File: config.mk
export PLATFORM = sky130hd
export DESIGN_NAME = stack_light_status_driver_flat
export DESIGN_NICKNAME = d
export VERILOG_FILES = /design/src/rtl/sld_pkg.sv /design/src/rtl/sld_in_if.sv /design/src/rtl/sld_out_if.sv /design/src/rtl/sld_apb_regs.sv /design/src/rtl/sld_phase.sv /design/src/rtl/sld_breath_rom.sv /design/src/rtl/stack_light_status_driver.sv /design/src/flat_wrapper.sv
export SDC_FILE = /design/constraint.sdc
export NUM_CORES = 1
export LEC_CHECK = 0
export BUFFER_PORTS_ARGS = -buffer_cell sky130_fd_sc_hd__buf_2
export CAP_MARGIN = 20
export CORE_MARGIN = 3
export CORE_UTILIZATION = 50
export DETAILED_ROUTE_END_ITERATION = 6
export GPL_ROUTABILITY_DRIVEN = 0
export PLACE_DENSITY_LB_ADDON = 0.3
export SETUP_SLACK_MARGIN = 0.05
export SLEW_MARGIN = 30
export SYNTH_ARGS = -nofsm -noshare
export SYNTH_HDL_FRONTEND = slang
export SYNTH_SLANG_ARGS = --single-unit
File: constraint.sdc
create_clock -name clk -period 18.04 [get_ports clk]
set_input_delay 3.608 -clock clk [delete_from_list [all_inputs] [get_ports clk]]
set_output_delay 3.608 -clock clk [all_outputs]
set_load 0.005 [all_outputs]
File: src/rtl/sld_pkg.sv
`timescale 1ns / 1ps

package sld_pkg;

	// Defaults for the top-level parameters.
	localparam int unsigned DUTY_BITS_DEF   = 10;
	localparam int unsigned PHASE_STEPS_DEF = 256;

	// Fixed field widths of the channels.
	localparam int unsigned DUTY_W    = 10;
	localparam int unsigned MASK_W    = 8;
	localparam int unsigned TIME_W    = 32;
	localparam int unsigned TIMEOUT_W = 20;
	localparam int unsigned STATE_W   = 3;

	// Configuration port.
	localparam int unsigned PADDR_W      = 3;
	localparam int unsigned PDATA_W      = 32;
	localparam logic        REG_TIMEOUT  = 1'b0;
	localparam logic [TIMEOUT_W-1:0] TIMEOUT_RESET = 20'd1000;

	// Input command codes.
	localparam logic CMD_TELEMETRY = 1'b0;
	localparam logic CMD_TICK      = 1'b1;

	// Q30 fixed-point constants for the breathing table.
	localparam longint unsigned Q30_ONE = 64'd1073741824;
	localparam longint unsigned PI_Q30  = 64'd3373259426;
	localparam longint unsigned TAYLOR_DIV [8] = '{
		64'd6, 64'd20, 64'd42, 64'd72, 64'd110, 64'd156, 64'd210, 64'd272
	};

	// Light states in priority order.
	typedef enum logic [STATE_W-1:0] {
		LS_INIT       = 3'd0,
		LS_DISCONNECT = 3'd1,
		LS_ESTOP      = 3'd2,
		LS_CAUTION    = 3'd3,
		LS_NORMAL     = 3'd4
	} light_state_t;

	// Buzzer square-wave phases for both buzzer periods.
	typedef struct packed {
		logic fast_odd;
		logic slow_odd;
	} buzz_phase_t;

	// One breathing table entry: sin^2 of the angle x (Q30) scaled to full_scale.
	// Only evaluated while the design elaborates.
	function automatic logic [DUTY_W-1:0] breath_entry(longint unsigned x,
		longint unsigned full_scale);
		longint unsigned x2;
		longint unsigned term;
		longint unsigned sum;
		longint unsigned sq;
		longint unsigned scaled;
		x2   = (x * x) >> 30;
		term = x;
		sum  = x;
		for (int i = 1; i <= 8; i++) begin
			term = ((term * x2) >> 30) / TAYLOR_DIV[i-1];
			if ((i % 2) == 1) begin
				sum = (sum >= term) ? sum - term : 64'd0;
			end else begin
				sum = sum + term;
			end
		end
		if (sum > Q30_ONE) begin
			sum = Q30_ONE;
		end
		sq = ((sum * sum) >> 30) + 64'd64;
		if (sq > Q30_ONE) begin
			sq = Q30_ONE;
		end
		scaled = (sq * full_scale) >> 30;
		return scaled[DUTY_W-1:0];
	endfunction

endpackage

File: src/rtl/sld_in_if.sv
`timescale 1ns / 1ps

interface sld_in_if;
	import sld_pkg::*;

	logic                valid;
	logic                ready;
	logic                cmd;
	logic [MASK_W-1:0]   estop_src;
	logic [MASK_W-1:0]   caution_src;
	logic [TIME_W-1:0]   now_ms;

	modport source (output valid, cmd, estop_src, caution_src, now_ms, input ready);
	modport sink (input valid, cmd, estop_src, caution_src, now_ms, output ready);
endinterface

File: src/rtl/sld_out_if.sv
`timescale 1ns / 1ps

interface sld_out_if;
	import sld_pkg::*;

	logic                valid;
	logic                ready;
	logic [STATE_W-1:0]  light_state;
	logic [DUTY_W-1:0]   red_duty;
	logic [DUTY_W-1:0]   yellow_duty;
	logic [DUTY_W-1:0]   green_duty;
	logic [DUTY_W-1:0]   buzzer_duty;

	modport source (output valid, light_state, red_duty, yellow_duty, green_duty,
		buzzer_duty, input ready);
	modport sink (input valid, light_state, red_duty, yellow_duty, green_duty,
		buzzer_duty, output ready);
endinterface

File: src/rtl/sld_apb_regs.sv
`timescale 1ns / 1ps

module sld_apb_regs (
	input  logic                           clk,
	input  logic                           arst_n,
	input  logic                           psel,
	input  logic                           penable,
	input  logic                           pwrite,
	input  logic [sld_pkg::PADDR_W-1:0]    paddr,
	input  logic [sld_pkg::PDATA_W-1:0]    pwdata,
	output logic [sld_pkg::PDATA_W-1:0]    prdata,
	output logic                           pready,
	output logic [sld_pkg::TIMEOUT_W-1:0]  timeout_ms
);
	import sld_pkg::*;

	logic [TIMEOUT_W-1:0] timeout_q;
	logic                 hit_timeout;

	// Only one register; bit 2 of the address selects it.
	assign hit_timeout = (paddr[2] == REG_TIMEOUT);
	assign pready      = 1'b1;

	// The timeout register is written in the access phase of a write transfer.
	always_ff @(posedge clk or negedge arst_n) begin
		if (!arst_n) begin
			timeout_q <= TIMEOUT_RESET;
		end else if (psel && penable && pwrite && hit_timeout) begin
			timeout_q <= pwdata[TIMEOUT_W-1:0];
		end
	end

	// Read data; unmapped addresses read as zero.
	always_comb begin
		prdata = '0;
		if (hit_timeout) begin
			prdata = PDATA_W'(timeout_q);
		end
	end

	assign timeout_ms = timeout_q;
endmodule

File: src/rtl/sld_phase.sv
`timescale 1ns / 1ps

module sld_phase #(
	parameter int unsigned PHASE_STEPS = sld_pkg::PHASE_STEPS_DEF
) (
	input  logic [sld_pkg::TIME_W-1:0]     now_ms,
	input  logic                           fast,
	output logic [$clog2(PHASE_STEPS)-1:0] idx,
	output sld_pkg::buzz_phase_t           buzz
);
	import sld_pkg::*;

	localparam int unsigned IW = $clog2(PHASE_STEPS);

	// Index = floor(x * PHASE_STEPS / 2000) through an exact reciprocal,
	// with x below 2000.
	localparam int unsigned     NUM_W   = $clog2(2000 * PHASE_STEPS);
	localparam int unsigned     SHIFT   = NUM_W + 11;
	localparam longint unsigned RECIP   = ((64'd1 << SHIFT) + 64'd1999) / 64'd2000;
	localparam longint unsigned RECIP_P = RECIP * PHASE_STEPS;
	localparam int unsigned     PROD_W  = SHIFT + IW;

	logic [27:0]       n;
	logic [12:0]       fold1;
	logic [7:0]        fold2;
	logic [6:0]        r125;
	logic [10:0]       r2000;
	logic [1:0]        q500;
	logic [8:0]        r500;
	logic [10:0]       x;
	logic [PROD_W-1:0] prod;
	logic [IW-1:0]     idx_raw;

	// now mod 2000 = (now/16 mod 125) * 16 + now mod 16.
	// 128 is 3 mod 125, so 7-bit chunks fold with weights 1, 3, 9, 27.
	assign n     = now_ms[31:4];
	assign fold1 = 13'(n[6:0]) + 13'(n[13:7]) * 13'd3 + 13'(n[20:14]) * 13'd9
		+ 13'(n[27:21]) * 13'd27;
	assign fold2 = 8'(fold1[6:0]) + 8'(fold1[12:7]) * 8'd3;
	assign r125  = (fold2 >= 8'd125) ? 7'(fold2 - 8'd125) : fold2[6:0];
	assign r2000 = {r125, now_ms[3:0]};

	// Split the 2000 ms phase into 500 ms quarters.
	always_comb begin
		if (r2000 >= 11'd1500) begin
			q500 = 2'd3;
			r500 = 9'(r2000 - 11'd1500);
		end else if (r2000 >= 11'd1000) begin
			q500 = 2'd2;
			r500 = 9'(r2000 - 11'd1000);
		end else if (r2000 >= 11'd500) begin
			q500 = 2'd1;
			r500 = 9'(r2000 - 11'd500);
		end else begin
			q500 = 2'd0;
			r500 = r2000[8:0];
		end
	end

	// Buzzer halves: 250 ms for the fast wave, 500 ms for the slow one.
	assign buzz.fast_odd = (r500 >= 9'd250);
	assign buzz.slow_odd = q500[0];

	// The fast period is a quarter of the slow one, so scale its phase by four.
	assign x       = fast ? {r500, 2'b00} : r2000;
	assign prod    = PROD_W'(x) * PROD_W'(RECIP_P);
	assign idx_raw = prod[SHIFT +: IW];
	assign idx     = (idx_raw > IW'(PHASE_STEPS - 1)) ? IW'(PHASE_STEPS - 1) : idx_raw;
endmodule

File: src/rtl/sld_breath_rom.sv
`timescale 1ns / 1ps

module sld_breath_rom #(
	parameter int unsigned DUTY_BITS   = sld_pkg::DUTY_BITS_DEF,
	parameter int unsigned PHASE_STEPS = sld_pkg::PHASE_STEPS_DEF
) (
	input  logic [$clog2(PHASE_STEPS)-1:0] idx,
	output logic [sld_pkg::DUTY_W-1:0]     duty
);
	import sld_pkg::*;

	localparam longint unsigned FULL_SCALE = (64'd1 << DUTY_BITS) - 64'd1;

	logic [DUTY_W-1:0] rom [PHASE_STEPS];

	// Raised-cosine table, worked out at elaboration.
	for (genvar k = 0; k < PHASE_STEPS; k++) begin : g_entry
		localparam longint unsigned M = (k <= PHASE_STEPS / 2) ?
			longint'(k) : longint'(PHASE_STEPS - k);
		localparam longint unsigned X = (PI_Q30 * M) / PHASE_STEPS;
		assign rom[k] = breath_entry(X, FULL_SCALE);
	end

	// Table lookup; the index never exceeds the last entry.
	always_comb begin
		duty = '0;
		if (32'(idx) < PHASE_STEPS) begin
			duty = rom[idx];
		end
	end
endmodule

File: src/rtl/stack_light_status_driver.sv
`timescale 1ns / 1ps
// Stack light status driver.
// The item channel carries two kinds of transfer. A telemetry transfer (cmd 0)
// stores the e-stop and caution masks and its timestamp and yields no result.
// A tick transfer (cmd 1) yields one result on the result channel: the light
// state (init, disconnect, e-stop, caution, normal, in that priority) and the
// red, yellow, green and buzzer PWM duties for the given now_ms.
// The APB port holds the telemetry timeout in ms at address 0 (reset 1000).
// An item transfer is captured in the input register stage and its result in the
// result register, with the state decision, constant-divisor phase logic and
// table lookup between the two.
// Throughput is one item per cycle while results are taken; an item is
// accepted whenever the input stage is empty or can move into or past the
// result register. When the receiver stalls, the result holds and the input
// stage fills, after which item ready drops until the result is taken.
// Reset clears the stored telemetry (init state shown) and both stages and sets
// the timeout register to 1000; no clearing pass is needed.

module stack_light_status_driver #(
	parameter int unsigned DUTY_BITS   = sld_pkg::DUTY_BITS_DEF,
	parameter int unsigned PHASE_STEPS = sld_pkg::PHASE_STEPS_DEF
) (
	input  logic                         clk,
	input  logic                         arst_n,
	sld_in_if.sink                       item,
	sld_out_if.source                    result,
	input  logic                         psel,
	input  logic                         penable,
	input  logic                         pwrite,
	input  logic [sld_pkg::PADDR_W-1:0]  paddr,
	input  logic [sld_pkg::PDATA_W-1:0]  pwdata,
	output logic [sld_pkg::PDATA_W-1:0]  prdata,
	output logic                         pready
);
	import sld_pkg::*;

	localparam int unsigned       IW         = $clog2(PHASE_STEPS);
	localparam logic [DUTY_W-1:0] DUTY_FIELD = DUTY_W'((64'd1 << DUTY_BITS) - 64'd1);

	logic [TIMEOUT_W-1:0] timeout_ms;

	// Input stage.
	logic              valid_s1;
	logic              cmd_s1;
	logic [MASK_W-1:0] estop_s1;
	logic [MASK_W-1:0] caution_s1;
	logic [TIME_W-1:0] now_s1;

	// Stored telemetry.
	logic              seen_q;
	logic [TIME_W-1:0] last_update_q;
	logic [MASK_W-1:0] estop_mask_q;
	logic [MASK_W-1:0] caution_mask_q;

	// Result register.
	logic              res_valid_q;
	logic [STATE_W-1:0] res_state_q;
	logic [DUTY_W-1:0] res_red_q;
	logic [DUTY_W-1:0] res_yellow_q;
	logic [DUTY_W-1:0] res_green_q;
	logic [DUTY_W-1:0] res_buzzer_q;

	logic              advance;
	logic [TIME_W-1:0] age;
	light_state_t      state;
	logic              fast;
	logic [IW-1:0]     idx;
	buzz_phase_t       buzz;
	logic [DUTY_W-1:0] breath;
	logic [DUTY_W-1:0] red;
	logic [DUTY_W-1:0] yellow;
	logic [DUTY_W-1:0] green;
	logic [DUTY_W-1:0] buzzer;

	sld_apb_regs u_regs (
		.clk        (clk),
		.arst_n     (arst_n),
		.psel       (psel),
		.penable    (penable),
		.pwrite     (pwrite),
		.paddr      (paddr),
		.pwdata     (pwdata),
		.prdata     (prdata),
		.pready     (pready),
		.timeout_ms (timeout_ms)
	);

	// The input stage moves on whenever the result register is free or being taken.
	assign advance    = !res_valid_q || result.ready;
	assign item.ready = !valid_s1 || advance;

	always_ff @(posedge clk or negedge arst_n) begin
		if (!arst_n) begin
			valid_s1 <= 1'b0;
		end else if (item.ready) begin
			valid_s1 <= item.valid;
		end
	end

	always_ff @(posedge clk) begin
		if (item.valid && item.ready) begin
			cmd_s1     <= item.cmd;
			estop_s1   <= item.estop_src;
			caution_s1 <= item.caution_src;
			now_s1     <= item.now_ms;
		end
	end

	// A telemetry item updates the stored state as it leaves the input stage.
	always_ff @(posedge clk or negedge arst_n) begin
		if (!arst_n) begin
			seen_q         <= 1'b0;
			last_update_q  <= '0;
			estop_mask_q   <= '0;
			caution_mask_q <= '0;
		end else if (valid_s1 && advance && (cmd_s1 == CMD_TELEMETRY)) begin
			seen_q         <= 1'b1;
			last_update_q  <= now_s1;
			estop_mask_q   <= estop_s1;
			caution_mask_q <= caution_s1;
		end
	end

	// Light state by priority; the age wraps modulo 2^32.
	assign age = now_s1 - last_update_q;

	always_comb begin
		if (!seen_q) begin
			state = LS_INIT;
		end else if (age > TIME_W'(timeout_ms)) begin
			state = LS_DISCONNECT;
		end else if (estop_mask_q != '0) begin
			state = LS_ESTOP;
		end else if (caution_mask_q != '0) begin
			state = LS_CAUTION;
		end else begin
			state = LS_NORMAL;
		end
	end

	assign fast = (state == LS_ESTOP);

	sld_phase #(
		.PHASE_STEPS (PHASE_STEPS)
	) u_phase (
		.now_ms (now_s1),
		.fast   (fast),
		.idx    (idx),
		.buzz   (buzz)
	);

	sld_breath_rom #(
		.DUTY_BITS   (DUTY_BITS),
		.PHASE_STEPS (PHASE_STEPS)
	) u_rom (
		.idx  (idx),
		.duty (breath)
	);

	// Lamp and buzzer duties for the chosen state.
	always_comb begin
		red    = '0;
		yellow = '0;
		green  = '0;
		buzzer = '0;
		case (state)
			LS_NORMAL: begin
				green = DUTY_FIELD;
			end
			LS_CAUTION: begin
				yellow = DUTY_FIELD;
			end
			LS_ESTOP: begin
				red    = breath;
				buzzer = buzz.fast_odd ? DUTY_FIELD : '0;
			end
			LS_DISCONNECT: begin
				red    = breath;
				buzzer = buzz.slow_odd ? DUTY_FIELD : '0;
			end
			default: begin
				red = breath;
			end
		endcase
	end

	// Result register: loaded by each tick that leaves the input stage.
	always_ff @(posedge clk or negedge arst_n) begin
		if (!arst_n) begin
			res_valid_q <= 1'b0;
		end else if (advance) begin
			res_valid_q <= valid_s1 && (cmd_s1 == CMD_TICK);
		end
	end

	always_ff @(posedge clk) begin
		if (advance && valid_s1 && (cmd_s1 == CMD_TICK)) begin
			res_state_q  <= state;
			res_red_q    <= red;
			res_yellow_q <= yellow;
			res_green_q  <= green;
			res_buzzer_q <= buzzer;
		end
	end

	assign result.valid       = res_valid_q;
	assign result.light_state = res_state_q;
	assign result.red_duty    = res_red_q;
	assign result.yellow_duty = res_yellow_q;
	assign result.green_duty  = res_green_q;
	assign result.buzzer_duty = res_buzzer_q;
endmodule

File: src/flat_wrapper.sv
// flat-port wrapper written by rule: the top's interface ports become plain ports
module stack_light_status_driver_flat import sld_pkg::*;
#(
	parameter int unsigned DUTY_BITS   = sld_pkg::DUTY_BITS_DEF,
	parameter int unsigned PHASE_STEPS = sld_pkg::PHASE_STEPS_DEF
)
  (clk, arst_n, psel, penable, pwrite, paddr, pwdata, prdata, pready, item_valid, item_cmd, item_estop_src, item_caution_src, item_now_ms, item_ready, result_valid, result_light_state, result_red_duty, result_yellow_duty, result_green_duty, result_buzzer_duty, result_ready);
  sld_in_if item_i ();
  sld_out_if result_i ();
  input  logic clk;
  input  logic arst_n;
  input  logic psel;
  input  logic penable;
  input  logic pwrite;
  input  logic [sld_pkg::PADDR_W-1:0] paddr;
  input  logic [sld_pkg::PDATA_W-1:0] pwdata;
  output logic [sld_pkg::PDATA_W-1:0] prdata;
  output logic pready;
  input wire logic [$bits(item_i.valid)-1:0] item_valid;
  input wire logic [$bits(item_i.cmd)-1:0] item_cmd;
  input wire logic [$bits(item_i.estop_src)-1:0] item_estop_src;
  input wire logic [$bits(item_i.caution_src)-1:0] item_caution_src;
  input wire logic [$bits(item_i.now_ms)-1:0] item_now_ms;
  output wire logic [$bits(item_i.ready)-1:0] item_ready;
  output wire logic [$bits(result_i.valid)-1:0] result_valid;
  output wire logic [$bits(result_i.light_state)-1:0] result_light_state;
  output wire logic [$bits(result_i.red_duty)-1:0] result_red_duty;
  output wire logic [$bits(result_i.yellow_duty)-1:0] result_yellow_duty;
  output wire logic [$bits(result_i.green_duty)-1:0] result_green_duty;
  output wire logic [$bits(result_i.buzzer_duty)-1:0] result_buzzer_duty;
  input wire logic [$bits(result_i.ready)-1:0] result_ready;
  assign item_i.valid = item_valid;
  assign item_i.cmd = item_cmd;
  assign item_i.estop_src = item_estop_src;
  assign item_i.caution_src = item_caution_src;
  assign item_i.now_ms = item_now_ms;
  assign item_ready = item_i.ready;
  assign result_valid = result_i.valid;
  assign result_light_state = result_i.light_state;
  assign result_red_duty = result_i.red_duty;
  assign result_yellow_duty = result_i.yellow_duty;
  assign result_green_duty = result_i.green_duty;
  assign result_buzzer_duty = result_i.buzzer_duty;
  assign result_i.ready = result_ready;
  stack_light_status_driver #(.DUTY_BITS(DUTY_BITS), .PHASE_STEPS(PHASE_STEPS)) u_core (.clk(clk), .arst_n(arst_n), .item(item_i), .result(result_i), .psel(psel), .penable(penable), .pwrite(pwrite), .paddr(paddr), .pwdata(pwdata), .prdata(prdata), .pready(pready));
endmodule
==> results of run 1 <==
==> through the flow <==
stage	hold slack [ns]	utilization	worst slack, ns	instance area, µm²	std cells
5_1_grt	0.498	0.559	0.101	18300	2476
3_3_place_gp	0.460	0.538	1.07	17600	2437
3_5_place_dp	0.467	0.538	0.784	17600	2438
4_1_cts	0.482	0.556	0.729	18200	2470
2_1_floorplan	0.454	-	2.59	16800	1952
6_report	0.479	0.559	1.06	18300	2476
==> cell usage after synthesis, types with 6 or more instances <==
| master | number |
|---|---|
| a2111oi_0 | 7 |
| a211o_1 | 8 |
| a211oi_1 | 19 |
| a21o_1 | 27 |
| a21oi_1 | 133 |
| a221oi_1 | 9 |
| a311oi_1 | 10 |
| a31oi_1 | 19 |
| a41oi_1 | 6 |
| and2_1 | 12 |
| and3_1 | 7 |
| buf_4 | 41 |
| clkbuf_1 | 68 |
| dfrtp_1 | 65 |
| dfstp_2 | 6 |
| edfxtp_1 | 65 |
| fa_1 | 81 |
| ha_1 | 218 |
| inv_1 | 246 |
| mux2_2 | 44 |
| mux2i_1 | 23 |
| nand2_1 | 180 |
| nand2b_1 | 15 |
| nand3_1 | 30 |
| nand4_1 | 14 |
| nor2_1 | 146 |
| nor2b_1 | 10 |
| nor3_1 | 30 |
| nor4_1 | 12 |
| o211ai_1 | 30 |
| o21a_1 | 10 |
| o21ai_0 | 120 |
| o21bai_1 | 13 |
| o221ai_1 | 6 |
| o22ai_1 | 13 |
| o311ai_0 | 9 |
| o31ai_1 | 6 |
| or2_2 | 7 |
| or3_1 | 6 |
| xnor2_1 | 34 |
| xor2_1 | 15 |
==> final cells by class <==
cell class                 count  area (µm²)
clock buffer                  17         425
clock inverter                15         160
fill                        2963       14500
inverter                     247         930
multi-input combinational   1451       11600
sequential                   136        3740
tap                          442         553
timing repair buffer         168         935
==> what timing repair did <==
action / in CTS / in global routing
gates resized for setup: 0 / 9
setup buffers: 0 / 6
endpoints found under the setup margin: 0 / 10
hold endpoints to repair: 0 / 0
==> logic make-up (layout without fill, tap and decap cells) <==
family,Yosys count,count (layout)
xor+xnor,51,51
other cells,2,13
fa+ha+maj,299,299
mux,71,71
simple gates,501,501
flops,136,136
buf+inv,365,447
compound gates,516,516
==> registers in the layout, indices dropped and copies added (netlist names) <==
register and flops:
u_core.estop_s1 8, u_core.result.valid 1, u_core.now_s1 32, u_core.caution_mask_q 8
u_core.valid_s1 1, u_core.u_regs.timeout_ms 20, u_core.result.red_duty 10, u_core.result.buzzer_duty 1
u_core.result.light_state 3, u_core.caution_s1 8, u_core.result.yellow_duty 1, u_core.cmd_s1 1
u_core.result.green_duty 1, u_core.seen_q 1, u_core.last_update_q 32, u_core.estop_mask_q 8
==> path summary, 6_finish.rpt <==
| kind | to | from | slack, ns |
|---|---|---|---|
| worst max-delay path | u_core.result.red_duty[2] | u_core.now_s1[14] | 1.06 |
| worst min-delay path | u_core.estop_mask_q[2] | u_core.estop_s1[2] | 0.48 |
| worst max register to register | u_core.result.red_duty[2] | u_core.now_s1[14] | 1.06 |
| worst min register to register | u_core.estop_mask_q[2] | u_core.estop_s1[2] | 0.48 |
| max in group asynchronous | u_core.result.valid | arst_n | 14.38 |
| min in group asynchronous | u_core.estop_mask_q[3] | arst_n | 3.19 |
==> per-layer routing <==
metal | share of wire | up-vias | GRT usage
li1 | - | 6995 | -
met1 | 0.44 | 6988 | 0.343
met2 | 0.44 | 716 | 0.383
met3 | 0.082 | 128 | 0.0359
met4 | 0.039 | 0 | 0.104
met5 | 0 | - | 0
==> impl_metrics.py, run 1 <==
metrics = {
    "outcome": {
        "status": "finished with violations",
        "violations": "DRC",
    },
    "sta": {
        "final.setup.tns_ns": 0,
        "hold_viol": 0,
        "fin_skew_ns": 0.0102,
        "relSlewSlack": 0.361,
        "max_clock_freq_mhz": 58.9,
        "fin_crit_sh": 0.941,
        "rsz0062_at_grt": "false",
        "fin_crit_ns": 16.98,
        "worstMarginPinSlew_ns": 0.953,
        "drv_slew": 0,
        "finalSetupViolations": 0,
    },
    "logic_synthesis": {
        "synth-simple-area-share": 0.140,
        "synth.top_cells.by_area": "ha_1 (16%), edfxtp_1 (12%), dfrtp_1 (9.7%)",
        "synth_compound_area_frac": 0.208,
        "yosys_warnings": 0,
        "synth_xor_area_frac": 0.0289,
        "synth-main-ff-cell": "edfxtp_1",
        "synth_area_um2": 16700,
        "synth_top_area_cell": "ha_1",
        "yosysTopAreaCellShare": 0.163,
        "synth_cell_types": 107,
        "synth_top_family_by_area": "adder cells",
        "async_flop_share": 0.522,
        "synthCells": 1941,
        "synthAdderAreaFrac": 0.260,
        "synthMuxAreaShare": 0.0469,
        "synth_area_per_cell_um2": 8.62,
        "synth_edf_count": 65,
        "synth.ff_latch_count": 136,
        "ys_seq_area_frac": 0.223,
    },
    "die": {
        "num_rows": 66,
        "dieWidth_um": 189,
        "dieArea_um2": 35700,
        "ios": 169,
        "die_h_um": 189,
        "core_um2": 32800,
        "initial_core_util": 0.511,
    },
    "cts": {
        "clockBufferDepth": 2,
        "numCtsBuffers": 17,
        "clock_latency_ns": 0.43,
        "cts_tree": "done",
        "ctsHoldBuffers": 0,
        "clkTransAtPathRegs_ns": 0.07,
        "cts_root_buffer": "clkbuf_16",
        "htreeDepth": 4,
        "cts.sinks": 136,
    },
    "setup_path": {
        "critPathKind": "flip-flop to flip-flop",
        "crit_slowest_cell": "a211oi_1",
        "ff2ff_path_depth": 57,
        "cp.depth": 57,
        "critPathRequiredTime_ns": 18.21,
        "endpoint_kind": "flip-flop",
        "crit_family": "adder cells",
        "cp.arrival_ns": 17.15,
        "critPathBufInv": 9,
        "path_common_cell": "fa_1",
        "slowest_delay_ns": 0.77,
        "start_kind": "flip-flop",
        "crit_path_max_fanout": 9,
    },
    "drt": {
        "post-route-drc-count": 5,
        "drt_iter0_drc": 1547,
        "routedWlPerCell_um": 17.8,
        "firstDrtPassIters": 7,
        "via_count": 14827,
        "wl_um": 44100,
        "ant_nets": 0,
        "via_per_inst": 5.99,
    },
    "finish": {
        "area_growth_pct": 9.53,
        "fin_nets": 2411,
        "final_common_cell": "inv_1",
        "layout_common_cells": "inv_1 (245), ha_1 (217), nand2_1 (180), nor2_1 (144), buf_2 (140)",
        "drive_above_1_share": 0.150,
        "n_antenna_cell": 0,
    },
    "global_routing": {
        "grt_max_degree": 79,
        "overflow": 0,
        "antenna_found_initial": 0,
        "track_usage": 0.246,
        "grt_pass1_wl_um": 71800,
        "grt_pass1_vias": 14140,
    },
    "job": {
        "maxCapViolations": 0,
    },
    "worst_hold_path": {
        "hold_depth": 1,
        "hold_class": "flip-flop to flip-flop",
    },
    "placement": {
        "port_buffers": 141,
        "place_hpwl_um": 34000,
    },
}
Power of run 1 is left out: the tool's default activity adds up to more than one toggle a clock period on the data nets, which glitch-free logic cannot reach.
==> run 2, diff against run 1 <==
REMOVE_ABC_BUFFERS = 1   (was default)
==> run 2 against run 1 <==
Net effect:
- the flow now finishes without violations
- maximum frequency is 0.88% lower
- non-clock buffer count is 6 higher
- global-route usage is 0.41 points higher
- die area stayed put
- critical path type unchanged
- sequential share of layout area is 0.095 points lower
- flip-flop and latch count stayed put
- clock-buffer cell count stayed put
- cell count is 0.24% higher
- utilization is 0.26 points higher
- setup slack worse by 0.15 ns
- worst hold slack worse by 0.0031 ns
==> impl_metrics.py, run 2 (synthesis results as in run 1) <==
metrics = {
    "sta": {
        "rsz0062_at_grt": "false",
        "worstMarginPinSlew_ns": 0.950,
        "max_clock_freq_mhz": 58.4,
        "fin_skew_ns": 0.0211,
        "finalSetupViolations": 0,
        "drv_slew": 0,
        "fin_crit_sh": 0.949,
        "fin_crit_ns": 17.13,
        "relSlewSlack": 0.350,
        "hold_viol": 0,
    },
    "setup_path": {
        "r2r_start": "u_core.now_s1[13]",
        "ff2ff_path_depth": 60,
        "slowest_delay_ns": 0.57,
        "endpoint_kind": "flip-flop",
        "cp.arrival_ns": 17.37,
        "critPathRequiredTime_ns": 18.28,
        "critPathKind": "flip-flop to flip-flop",
        "critPathBufInv": 10,
        "rrSetupSlack_ns": 0.91,
        "crit_slowest_cell": "fa_1",
        "start_kind": "flip-flop",
        "timing.critical_path.from": "u_core.now_s1[13]",
        "crit_family": "adder cells",
        "crit_path_max_fanout": 11,
        "reg2reg_to": "u_core.result.red_duty[3]",
        "path_common_cell": "fa_1",
    },
    "cts": {
        "cts.sinks": 136,
        "clockBufferDepth": 2,
        "htreeDepth": 4,
        "cts_root_buffer": "clkbuf_16",
        "cts_tree": "done",
        "ctsHoldBuffers": 0,
        "clock_latency_ns": 0.45,
        "clkTransAtPathRegs_ns": 0.08,
        "numCtsBuffers": 17,
    },
    "drt": {
        "post-route-drc-count": 0,
        "firstDrtPassIters": 7,
        "wl_um": 44400,
        "ant_nets": 0,
        "via_count": 14815,
        "drt_iter0_drc": 1302,
        "via_per_inst": 5.97,
        "routedWlPerCell_um": 17.9,
    },
    "finish": {
        "drive_above_1_share": 0.153,
        "fin_nets": 2417,
        "n_antenna_cell": 0,
        "final_common_cell": "inv_1",
        "layout_common_cells": "inv_1 (245), ha_1 (217), nand2_1 (180), nor2_1 (145), buf_2 (140)",
        "design_area_um2": 18400,
        "area_growth_pct": 10.0,
        "num-fill-cells": 2964,
    },
    "die": {
        "initial_core_util": 0.511,
        "die_h_um": 189,
        "dieArea_um2": 35700,
        "ios": 169,
        "core_um2": 32800,
        "num_rows": 66,
        "dieWidth_um": 189,
    },
    "global_routing": {
        "grt_pass1_wl_um": 73200,
        "grt_pass1_vias": 14393,
        "grt_max_degree": 79,
        "overflow": 0,
        "track_usage": 0.250,
        "antenna_found_initial": 1,
    },
    "worst_hold_path": {
        "hold_class": "flip-flop to flip-flop",
        "min_to": "u_core.caution_mask_q[3]",
        "min_from": "u_core.caution_s1[3]",
        "hold_depth": 1,
    },
    "placement": {
        "place_hpwl_um": 33900,
        "dpl_cell_area_um2": 17700,
        "port_buffers": 141,
    },
    "outcome": {
        "status": "finished clean",
    },
    "job": {
        "maxCapViolations": 0,
    },
}
run 2: cell types whose count changed in the layout (fill, tap and decap cells not counted), sizes merged:
cell / before / now
clkinv: 3 / 7
inv: 256 / 252
buf: 168 / 174
run 2: metrics by stage:
| stage | TNS, ns | setup WS [ns] | utilization | hold slack (ns) | instances |
|---|---|---|---|---|---|
| 6_report | 0 | 0.913 | 0.562 | 0.476 | 2482 |
| 5_1_grt | 0 | 0.0629 | 0.562 | 0.484 | 2482 |
| 4_1_cts | 0 | 0.407 | 0.559 | 0.479 | 2478 |
| 3_5_place_dp | 0 | 0.542 | 0.541 | 0.466 | 2446 |
| 3_3_place_gp | 0 | 0.856 | 0.540 | 0.461 | 2446 |
| 2_1_floorplan | -0.694 | -0.349 | - | 0.454 | 1834 |
run 2: how the worst max path moves through the flow:
stage                           endpoint  slack, ns  depth (start not counted)
3_5_place_dp   u_core.result.red_duty[3]       0.54                         59
6_report       u_core.result.red_duty[3]       0.91                         60
3_3_place_gp   u_core.result.red_duty[3]       0.86                         59
2_1_floorplan  u_core.result.red_duty[4]      -0.35                         57
4_1_cts        u_core.result.red_duty[3]       0.41                         59
5_1_grt        u_core.result.red_duty[4]       0.06                         63
run 2: worst register-to-register path: cells and delay by family, from the launching register on:
family / cells / cell delay (ns)
fa+ha+maj: 15 / 6.90
compound gates: 23 / 5.19
simple gates: 6 / 1.46
buf+inv: 10 / 1.02
mux: 3 / 0.97
xor+xnor: 3 / 0.92
flops: 1 / 0.52
run 2: cell type report:
cell class,instances,area (µm²),share of cell area
flip-flops and latches,136,3740,0.203
well taps,442,553,0.0300
repair buffers,174,976,0.0530
clock buffers,17,425,0.0231
multi-input cells,1451,11600,0.631
inverters,247,933,0.0507
clock inverters,15,180,0.00978
run 2: per-layer routing:
metal,global-route usage,up-vias,share of wire
li1,-,7005,-
met1,0.349,7067,0.44
met2,0.403,652,0.46
met3,0.0431,89,0.075
met4,0.0679,2,0.023
met5,0,-,0.00016
run 2: what timing repair did:
action / 4_1_cts / 5_1_grt
endpoints found under the hold margin: 0 / 0
gates resized for setup: 0 / 9
endpoints found under the setup margin: 0 / 10
setup buffers: 0 / 3
Power of run 2 is left out for the same reason.
==> run 3, diff against run 2 <==
CELL_PAD_IN_SITES_DETAIL_PLACEMENT = 1   (was default)
CELL_PAD_IN_SITES_GLOBAL_PLACEMENT = 1   (was default)
CORE_UTILIZATION = 47   (was 50)
HOLD_SLACK_MARGIN = 0.05   (was default)
==> run 3 against run 2 <==
Net effect:
- clock-buffer cell count stayed put
- sequential share of layout area is 0.13 points lower
- via count increased by 3.1%
- utilization shrank 2.9 points
- setup slack improved by 0.13 ns
- cell count up 0.85%
- register-to-register slack better by 0.13 ns
- critical path depth rose by 2
==> impl_metrics.py, run 3 (synthesis results as in run 1) <==
metrics = {
    "cts": {
        "cts_root_buffer": "clkbuf_16",
        "ctsHoldBuffers": 0,
        "cts.sinks": 136,
        "clkTransAtPathRegs_ns": 0.07,
        "cts_tree": "done",
        "numCtsBuffers": 17,
        "clockBufferDepth": 2,
        "htreeDepth": 4,
        "clock_latency_ns": 0.45,
    },
    "die": {
        "dieWidth_um": 195,
        "ios": 169,
        "initial_core_util": 0.481,
        "num_rows": 68,
        "die_h_um": 195,
        "dieArea_um2": 37900,
        "core_um2": 34800,
    },
    "sta": {
        "drv_slew": 0,
        "fin_crit_sh": 0.942,
        "max_clock_freq_mhz": 58.8,
        "fin_skew_ns": 0.0123,
        "final.setup.tns_ns": 0,
        "finalSetupViolations": 0,
        "worstMarginPinSlew_ns": 0.975,
        "fin_crit_ns": 17.00,
        "finalWorstSetupSlack_ns": 1.04,
        "rsz0062_at_grt": "false",
        "relSlewSlack": 0.347,
        "hold_viol": 0,
    },
    "global_routing": {
        "grt_pass1_wl_um": 87000,
        "grt_max_degree": 79,
        "grt_pass1_vias": 16114,
        "track_usage": 0.282,
        "antenna_found_initial": 2,
        "overflow": 0,
    },
    "drt": {
        "wl_met2_um": 27900,
        "firstDrtPassIters": 6,
        "wl_um": 54300,
        "routedWlPerCell_um": 21.7,
        "wl_met1_um": 21800,
        "wl_met3_um": 2410,
        "via_count": 15268,
        "post-route-drc-count": 0,
        "ant_nets": 0,
        "via_per_inst": 6.10,
        "topRoutingLayerUsed": "met4",
        "drt_iter0_drc": 1100,
    },
    "placement": {
        "post-place-ws_ns": 0.542,
        "place_hpwl_um": 41100,
        "port_buffers": 141,
    },
    "finish": {
        "fin_nets": 2423,
        "ff_latch_area_um2": 3740,
        "layout_common_cells": "inv_1 (245), ha_1 (217), nand2_1 (180), nor2_1 (144), buf_2 (140)",
        "drive_above_1_share": 0.157,
        "num-fill-cells": 4185,
        "area_growth_pct": 10.7,
        "final_common_cell": "inv_1",
        "multi_input_area_um2": 11600,
    },
    "setup_path": {
        "path_common_cell": "fa_1",
        "slowest_delay_ns": 0.56,
        "crit_path_max_fanout": 8,
        "critPathRequiredTime_ns": 18.28,
        "crit_slowest_cell": "fa_1",
        "cp.arrival_ns": 17.24,
        "critPathKind": "flip-flop to flip-flop",
        "start_kind": "flip-flop",
        "endpoint_kind": "flip-flop",
    },
    "outcome": {
        "status": "finished clean",
    },
    "worst_hold_path": {
        "hold_class": "flip-flop to flip-flop",
    },
    "job": {
        "maxCapViolations": 0,
    },
}
run 3: cell count changes in the layout (fill, tap and decap cells not counted), sizes merged:
cell / delta
diode: +2
clkinvlp: -1
inv: +2
buf: +6
bufinv: -1
run 3: layout make-up:
cell class | instances | share of cell area
Antenna cell | 2 | 0.000270
Clock buffer | 17 | 0.0230
Clock inverter | 15 | 0.0105
Inverter | 247 | 0.0504
Multi-Input combinational cell | 1451 | 0.628
Sequential cell | 136 | 0.202
Tap cell | 455 | 0.0307
Timing Repair Buffer | 180 | 0.0553
run 3: path summary, 6_finish.rpt:
kind	from	to	slack [ns]	cells after the start
setup / recovery	u_core.now_s1[13]	u_core.result.red_duty[8]	1.04	62
hold / removal	u_core.estop_s1[5]	u_core.estop_mask_q[5]	0.49	1
setup reg to reg	u_core.now_s1[13]	u_core.result.red_duty[8]	1.04	62
hold reg to reg	u_core.estop_s1[5]	u_core.estop_mask_q[5]	0.49	1
max in group asynchronous	arst_n	u_core.seen_q	14.37	1
min in group asynchronous	arst_n	u_core.u_regs.timeout_ms[14]	3.20	1
run 3: layer usage:
metal | vias up | track usage
met5 | - | 0
met4 | 0 | 0.114
met3 | 136 | 0.0239
met2 | 528 | 0.513
met1 | 7580 | 0.345
li1 | 7024 | -
run 3: worst max-delay path, delay by kind of cell (launching register included):
| family | cells | cell delay, ns |
|---|---|---|
| DFF | 1 | 0.52 |
| xor gates and xnor gates | 3 | 0.73 |
| and+or+nand+nor | 5 | 0.88 |
| buffers and inverters | 10 | 1.10 |
| AOI/OAI and AO/OA | 26 | 6.20 |
| muxes | 3 | 0.88 |
| adders and majority gates | 15 | 6.48 |
run 3: stage by stage:
stage	utilization	hold WS, ns	std cells	area, µm²
CTS	0.527	0.488	2489	18300
floorplan	-	0.454	1834	16200
detailed placement	0.509	0.466	2457	17700
global placement	0.509	0.457	2456	17700
finish	0.533	0.487	2503	18500
global route	0.533	0.500	2503	18500
run 3: timing repair:
item                       4_1_cts  5_1_grt
resized for setup                0       14
setup endpoints to repair        0       10
buffers inserted                 0       12
Power of run 3 is left out for the same reason.
